===== src/hdl/gmdc_pkg.sv =====
// Shared types and constants of the grid maze carver.
package gmdc_pkg;

  // Fixed field widths of the ports.
  localparam int CFG_W   = 7;
  localparam int CELL_W  = 6;
  localparam int RND_W   = 16;
  localparam int KIND_W  = 2;
  localparam int DIR_W   = 2;
  localparam int INDEX_W = 2;

  typedef enum logic {
    OP_START = 1'b0,
    OP_STEP  = 1'b1
  } op_t;

  typedef enum logic [KIND_W-1:0] {
    EV_STARTED     = 2'd0,
    EV_CARVED      = 2'd1,
    EV_BACKTRACKED = 2'd2,
    EV_FINISHED    = 2'd3
  } ev_t;

  typedef enum logic [DIR_W-1:0] {
    DIR_UP    = 2'd0,
    DIR_RIGHT = 2'd1,
    DIR_DOWN  = 2'd2,
    DIR_LEFT  = 2'd3
  } dir_t;

  typedef enum logic [INDEX_W-1:0] {
    REG_GRID_WIDTH  = 2'd0,
    REG_GRID_HEIGHT = 2'd1,
    REG_START_X     = 2'd2,
    REG_START_Y     = 2'd3
  } reg_index_t;

  typedef enum logic [2:0] {
    ST_IDLE,
    ST_CLEAR,
    ST_START_WR,
    ST_SCAN,
    ST_PICK,
    ST_POP_RD
  } state_t;

  // Commands from the controller to the datapath.
  typedef struct packed {
    logic load;
    logic clr_step;
    logic start_wr;
    logic scan_step;
    logic pick;
    logic pop_load;
    logic finish;
  } cmd_t;

  // Status from the datapath to the controller.
  typedef struct packed {
    logic stack_empty;
    logic sweep_last;
    logic scan_last;
    logic pop_refill;
  } sts_t;

endpackage


===== src/hdl/gmdc_ctrl.sv =====
// Controller state machine of the grid maze carver.
module gmdc_ctrl import gmdc_pkg::*; (
  input  logic clk,
  input  logic rst_n,
  input  logic start,
  input  logic in_op,
  input  sts_t sts,
  output cmd_t cmd,
  output logic busy
);

  state_t state_r, state_nxt;

  always_ff @(posedge clk) begin
    if (!rst_n) begin
      state_r <= ST_IDLE;
    end else begin
      state_r <= state_nxt;
    end
  end

  always_comb begin
    state_nxt = state_r;
    unique case (state_r)
      ST_IDLE: begin
        if (start) begin
          if (in_op == OP_START) begin
            state_nxt = ST_CLEAR;
          end else if (!sts.stack_empty) begin
            state_nxt = ST_SCAN;
          end
        end
      end
      ST_CLEAR: begin
        if (sts.sweep_last) begin
          state_nxt = ST_START_WR;
        end
      end
      ST_START_WR: state_nxt = ST_IDLE;
      ST_SCAN: begin
        if (sts.scan_last) begin
          state_nxt = ST_PICK;
        end
      end
      ST_PICK: state_nxt = sts.pop_refill ? ST_POP_RD : ST_IDLE;
      ST_POP_RD: state_nxt = ST_IDLE;
      default: state_nxt = ST_IDLE;
    endcase
  end

  always_comb begin
    cmd = '0;
    unique case (state_r)
      ST_IDLE: begin
        if (start) begin
          if (in_op == OP_START || !sts.stack_empty) begin
            cmd.load = 1'b1;
          end else begin
            cmd.finish = 1'b1;
          end
        end
      end
      ST_CLEAR:    cmd.clr_step  = 1'b1;
      ST_START_WR: cmd.start_wr  = 1'b1;
      ST_SCAN:     cmd.scan_step = 1'b1;
      ST_PICK:     cmd.pick      = 1'b1;
      ST_POP_RD:   cmd.pop_load  = 1'b1;
      default:     cmd = '0;
    endcase
  end

  assign busy = (state_r != ST_IDLE);

endmodule


===== config.mk =====
export PLATFORM = sky130hd
export DESIGN_NAME = gmdc_ctrl
export DESIGN_NICKNAME = d
export VERILOG_FILES = /design/src/hdl/gmdc_pkg.sv /design/src/hdl/gmdc_ctrl.sv
export SDC_FILE = /design/constraint.sdc
export NUM_CORES = 1
export LEC_CHECK = 0
export BUFFER_PORTS_ARGS = -buffer_cell sky130_fd_sc_hd__buf_4
export CAP_MARGIN = 15
export CORE_AREA = 2 2 39 41
export CTS_CLUSTER_SIZE = 16
export DETAILED_ROUTE_END_ITERATION = 7
export DIE_AREA = 0 0 41 43
export SKIP_CTS_REPAIR_TIMING = 1
export SYNTH_ARGS = -nofsm -noshare
export SYNTH_HDL_FRONTEND = slang
export SYNTH_SLANG_ARGS = --single-unit

===== constraint.sdc =====
create_clock -name clk -period 2.8 [get_ports clk]
set_input_delay 0.14 -clock clk [delete_from_list [all_inputs] [get_ports clk]]
set_output_delay 0.14 -clock clk [all_outputs]
set_load 0.005 [all_outputs]

# Yosys cells after proc, flatten, opt, wreduce, memory -nomap -nowiden
# Index checks and enable logic that the tools add are counted.
# classes
eq_ne,9
mux,18
n_bitwise,1
n_reduce_logical,5
# op_table
cell,n
$mux 3,6
$pmux 3 s4,1
$mux 1,11
$eq 3x2->1 const B,2
$eq 3x3->1 const B,2
$ne 2x2->1 const B,3
$reduce_and 4->1,1
$eq 3x1->1 const B,1
$logic_not 3->1,1
$ne 3x3->1 const B,1
$reduce_bool 3->1,1
$logic_not 1->1,1
$logic_or 1x1->1,1
$not 1->1,1
# word_totals
ff_bits,3
in_bits,8
out_inout_bits,8
wordCells,34

# Logic depth before layout (Yosys ltp)
# Gate-level depths: netlist of the first run.
# logic_depth
word_depth,5
ltp_mapped,4
ltp_nobuf,3

# Worst setup path before layout of the first run
# OpenSTA, ideal clock, no wires.
# synth_timing
path_kind,flip-flop to output port
startpoint,register state_r[0]
endpoint,output cmd[6] in the netlist's numbering
arrival_ns,1.010
required_ns,2.660
slack_ns,1.650
path_stages_with_launch,4
n_path_buf,1
path_cell_list,dfxtp_1 -> buf_6 -> or3_4 -> and2b_2
# synth_lines
item,line_no,source
"start, declared",gmdc_ctrl.sv:12,"state_t state_r, state_nxt;"
"start signal, assigned",gmdc_ctrl.sv:18,state_r <= state_nxt;
"end, declared",gmdc_ctrl.sv:8,"output cmd_t cmd,"

==> results of run 1 <==
==> worst min-delay path, stage by stage <==
cell and delay, ps:
buf_4 90, a32oi_1 50, nor2_1 70
==> cell type report <==
cell class              count  share of cell area (%)
clock buffers               4                    6.91
multi-input cells          24                    41.4
well taps                  16                    5.26
repair buffers             15                    29.6
inverters                   1                   0.987
flip-flops and latches      3                    15.8
==> kinds of logic (layout without fill, tap and decap cells) <==
| kind of cell | after synthesis | in the layout |
|---|---|---|
| AO/OA/AOI/OAI | 8 | 8 |
| AND/OR/NAND/NOR | 16 | 16 |
| buffers and inverters | 2 | 20 |
| flip-flops | 3 | 3 |
==> placed cells by master, fill, tap and decap left out, types with 2 or more instances in the layout <==
cell type | netlist | layout
and2b_2 | 2 | 2
o21ai_0 | 2 | 2
dfxtp_1 | 3 | 3
nor2b_1 | 2 | 2
buf_4 | 0 | 15
clkbuf_4 | 0 | 3
a21oi_1 | 2 | 2
nor2_1 | 3 | 3
nor3b_1 | 2 | 2
==> final timing paths <==
check,start,end,slack [ps],cells past startpoint
worst max-delay path,state_r[2],cmd[6],1310,3
worst min-delay path,sts[1],state_r[2],170,3
worst max register to register,state_r[2],state_r[1],1620,3
worst min register to register,state_r[2],state_r[1],600,1
==> synth_stat cells (all sizes together) <==
library cell,count,share of area [%]
dfxtp,3,26
nor2,3,4.8
o21ai,3,8.1
a21oi,2,4.3
and2b,2,7.5
nor2b,2,5.4
nor3b,2,6.4
a211oi,1,3.2
a21boi,1,3.2
a32oi,1,3.8
and3,1,3.2
and3b,1,4.3
buf,1,4.8
inv,1,1.6
nand2,1,1.6
nand2b,1,2.7
nand3,1,2.1
nor3,1,2.1
or3,1,4.8
==> power by group <==
| group | total, W | leakage (nW) | internal, W | switching, W |
|---|---|---|---|---|
| clock | 0.0000752 | 0.0150 | 0.0000534 | 0.0000218 |
| sequential | 0.0000543 | 0.0246 | 0.0000467 | 0.00000761 |
| combinational | 0.0000515 | 0.134 | 0.0000321 | 0.0000194 |
| total | 0.000181 | 0.174 | 0.000132 | 0.0000488 |
==> per-layer routing <==
metal	GRT usage (%)	up-vias
li1	-	140
met1	10.5	114
met2	10.0	14
met3	6.28	0
met4	4.00	0
met5	0	-
==> stage by stage <==
stage / power, W / setup WS [ps] / hold slack, ps
final: 0.000181 / 1310 / 166
after detailed placement: 0.000107 / 1550 / 402
after global placement: 0.000106 / 1560 / 395
after global routing: 0.000198 / 1240 / 161
after CTS: 0.000186 / 1300 / 158
after floorplan: 0.0000840 / 1650 / 277
==> flow_summary.toml, run 1 <==
[status]
status = "finished, final reports clean"

[worst_setup_path]
endpoint_kind = "output pin"
crit_buf_inv = 1
path_class = "register to output pin"
slowest_stage = "or3_4"
cpPeakStageDelay_ps = 440
worstPathRequired_ps = 2660
path_cells = "or3_4, and2b_2, buf_4"
startpoint_type = "register"
path_max_fanout = 9
cp.arrival_ps = 1350
crit_family = "simple AND/OR/NAND/NOR gates"

[timing]
slew_violations = 0
setup_viol = 0
fin_setup_tns_ps = 0
worst_pin_slew_ps = 296
timing.fmax_mhz = 669
period_needed_ps = 1490
grt_setup_unrepaired = "false"
skew_ps = 0.187
finalCritPeriodShare_pct = 53.3
hold_violations = 0
relSlewSlack_pct = 80.1

[finish]
largestRegisters = "state_r x3"
num-fill-cells = 166
drive_gt1_share_pct = 51.1
layout.nets = 56
ff_latch_area_um2 = 60.1
layout.cells.non_filler = 63
regMostFlops = "state_r"
antenna_cells = 0
largest_register_ffs = 3
fin_util_pct = 27.5
final_area_um2 = 380
multi_input_area_um2 = 158
area_delta_synth_final_pct = 63.4

[synth]
synth_cell_type_count = 20
synth_fa_ha_area_share_pct = 0
synthXorXnorAreaFrac_pct = 0
synthMuxAreaShare_pct = 0
ys_seq_elements = 3
avgSynthCellArea_um2 = 8.02
syn-cell-area_um2 = 233
synth_simple_gate_area_share_pct = 45.2
yosys_warnings = 0
synth-compound-area-share_pct = 22.6
synth_nets = 37
netlist_instances = 29
synth-seq-area-share_pct = 25.8
synth_top_family_by_area = "simple AND/OR/NAND/NOR gates"

[floorplanning]
core_area_mm2 = 0.00138
die_w_um = 41
ioPinCount = 16
die_y_um = 43
num_rows = 14
die_area_mm2 = 0.00176
start_util_pct = 16.8

[cts]
max-clock-path-buffers = 2
numCtsBuffers = 3
cts_tree = "built"
clock-sinks = 3
cts-root-buf = "clkbuf_4"
path_clk_slew_ps = 40
ctsHtreeMaxLevel = 1
insertion_delay_ps = 230

[routing]
drt_first_pass_iters = 4
drt_iter0_drc = 7
drc = 0
via_per_inst = 4.25
num_vias = 268
wl_met3_um = 60
m1WireLength_um = 281
routedWlPerCell_um = 9.76
final_antenna_net_count = 0
met2_length_um = 273
top_layer = "met3"
route.final.wire_length_um = 615

[global_route]
grt_first_pass_wirelength_um = 952
antenna_found_initial = 0
grt_pass1_vias = 229
grtUsageTotal_pct = 8.32
overflow = 0
grt_start_max_net_pins = 11

[placement]
place.gp.congestion = 0.733
post_dp_cell_area_um2 = 354
place.port_buffers = 15
place_inst = 59

[run]
max_cap_viol_count = 0

[pwr]
p_per_area_mw_per_mm2 = 476
peakVddDrop_mv = 0.220
cellLeakagePower_nw = 0.174

[min_path]
hold_class = "input pin to register"
(Power assumes the default switching activity.)
==> run 2, diff against run 1 <==
--- a/config.mk
+++ b/config.mk
@@ -5,6 +5,7 @@
 export SDC_FILE = /design/constraint.sdc
 export NUM_CORES = 1
 export LEC_CHECK = 0
+export ABC_AREA = 1
 export BUFFER_PORTS_ARGS = -buffer_cell sky130_fd_sc_hd__buf_4
 export CAP_MARGIN = 15
 export CORE_AREA = 2 2 39 41
==> constraint.sdc (replaced) <==
create_clock -name clk -period 1.3 [get_ports clk]
set_input_delay 0.065 -clock clk [delete_from_list [all_inputs] [get_ports clk]]
set_output_delay 0.065 -clock clk [all_outputs]
set_load 0.005 [all_outputs]
==> run 2 against run 1 <==
Largest power group is now combinational logic. Critical path depth increased by 1. Synthesized cell count up 55%. Non-clock buffer count stayed put. Combinational power grew to 3.6 times the previous value.
==> flow_summary.toml, run 2 <==
[worst_setup_path]
endpoint_kind = "output pin"
cp.arrival_ps = 1100
cp-startpoint = "state_r[0]"
path_max_fanout = 9
worstPathRequired_ps = 1240
worst-r2r-cell-count = 6
path_class = "register to output pin"
r2r-start = "state_r[0]"
startpoint_type = "register"

[floorplanning]
die_w_um = 41
die_area_mm2 = 0.00176
die_y_um = 43
ioPinCount = 16
start_util_pct = 20.5
num_rows = 14
core_area_mm2 = 0.00138

[synth]
synth_nets = 53
ys_async_sr_fraction_pct = 0
yosys.area.top_type_share_pct = 21.1
synth_fa_ha_area_share_pct = 0
yosys_warnings = 0
yosysMostFrequentCell = "nor2_1"
synth_top_flop_cell = "dfxtp_1"
yosysTopAreaCell = "dfxtp_1"
synth_simple_gate_area_share_pct = 58.6
netlist_instances = 45
synth-seq-area-share_pct = 21.1
synth_edf_count = 0
syn-cell-area_um2 = 284
ys_seq_elements = 3
ys_top_cells_by_area = "dfxtp_1 21%, nor2_1 13%, inv_1 12%"
synth_top_family_by_area = "simple AND/OR/NAND/NOR gates"
synthMuxAreaShare_pct = 0
synth-compound-area-share_pct = 4.41
synthTopCellsByCount = "10 x nor2_1, 9 x inv_1, 6 x nand2_1, 3 x dfxtp_1"
synthXorXnorAreaFrac_pct = 0
avgSynthCellArea_um2 = 6.31
synth_cell_type_count = 18

[finish]
largest_register_ffs = 3
layout.nets = 72
area_delta_synth_final_pct = 52.9
final_area_um2 = 434
layout.cells.non_filler = 79
final_cell_mix = "15 x buf_4, 10 x nor2_1, 8 x inv_1, 6 x nand2_1, 3 x clkbuf_4"
regMostFlops = "state_r"
drive_gt1_share_pct = 44.4
final_common_cell = "buf_4"
fin_util_pct = 31.4
antenna_cells = 0
largestRegisters = "state_r x3"

[cts]
path_clk_slew_ps = 30
max-clock-path-buffers = 2
cts_tree = "built"
ctsHtreeMaxLevel = 1
numCtsBuffers = 3
cts-root-buf = "clkbuf_4"
clock-sinks = 3
insertion_delay_ps = 230

[global_route]
grtUsageTotal_pct = 9.73
grt_first_pass_wirelength_um = 1120
overflow = 0
antenna_found_initial = 0
grt_start_max_net_pins = 10
grt_pass1_vias = 302

[timing]
skew_ps = 0.439
relSlewSlack_pct = 86.7
worst_pin_slew_ps = 200
hold_violations = 0
setup_ws_ps = 131
finalCritPeriodShare_pct = 89.9
fin_setup_tns_ps = 0
timing.fmax_mhz = 855
period_needed_ps = 1170
slew_violations = 0
grt_setup_unrepaired = "false"
setup_viol = 0

[routing]
routedWlPerCell_um = 8.73
drt_iter0_drc = 2
route.final.wire_length_um = 690
drt_first_pass_iters = 4
final_antenna_net_count = 0
via_per_inst = 4.04
num_vias = 319
drc = 0

[placement]
post_dp_cell_area_um2 = 405
place_inst = 75
place.port_buffers = 15
place.gp.congestion = 0.751
place_ws_ps = 227
hpwl_um = 562

[min_path]
min_from = "rst_n"
min_path_cells = 3
hold_class = "input pin to register"

[pwr]
peakVddDrop_mv = 0.456
p_per_area_mw_per_mm2 = 1120
cellLeakagePower_nw = 0.243

[run]
max_cap_viol_count = 0

[status]
status = "finished, final reports clean"
run 2: critical path, cell delays in order (launching register included):
cell     delay, ps
dfxtp_2        370
nor2_4         160
nand2_4         70
nor3_1         140
buf_4          140
run 2: logic make-up (layout without fill, tap and decap cells):
group	count (synthesis)	after routing
simple gates	30	30
flops	3	3
compound gates	2	2
buf+inv	10	28
run 2: metal layers:
metal  vias up  wire length (µm)  GRT usage [%]
li1        176                 -              -
met1       138               317           11.9
met2         5               340           13.1
met3         0                32           6.28
met4         0                 0           4.00
met5         -                 0              0
run 2: power breakdown:
part           total [W]  switching [W]  internal (W)
logic           0.000186      0.0000908     0.0000955
registers       0.000137      0.0000306      0.000107
clock network   0.000161      0.0000460      0.000115
total           0.000485       0.000167      0.000317
run 2: area by class of cell:
class                   instances  area [µm²]
fillers                       149         950
flip-flops and latches          3        62.6
multi-input cells              32         179
well taps                      16        20.0
inverters                       9        33.8
repair buffers                 15         113
clock buffers                   4        26.3
run 2: path summary, 6_finish.rpt:
kind                              endpoint  slack (ps)
worst max-delay path                cmd[0]         130
worst min-delay path            state_r[0]          90
worst max register to register  state_r[1]         300
worst min register to register  state_r[2]         640
run 2: through the flow:
step / hold slack [ps] / total power (W)
after global placement: 332 / 0.000323
after floorplan: 193 / 0.000257
after CTS: 84.7 / 0.000495
after global routing: 88.1 / 0.000534
final: 92.8 / 0.000485
after detailed placement: 330 / 0.000323
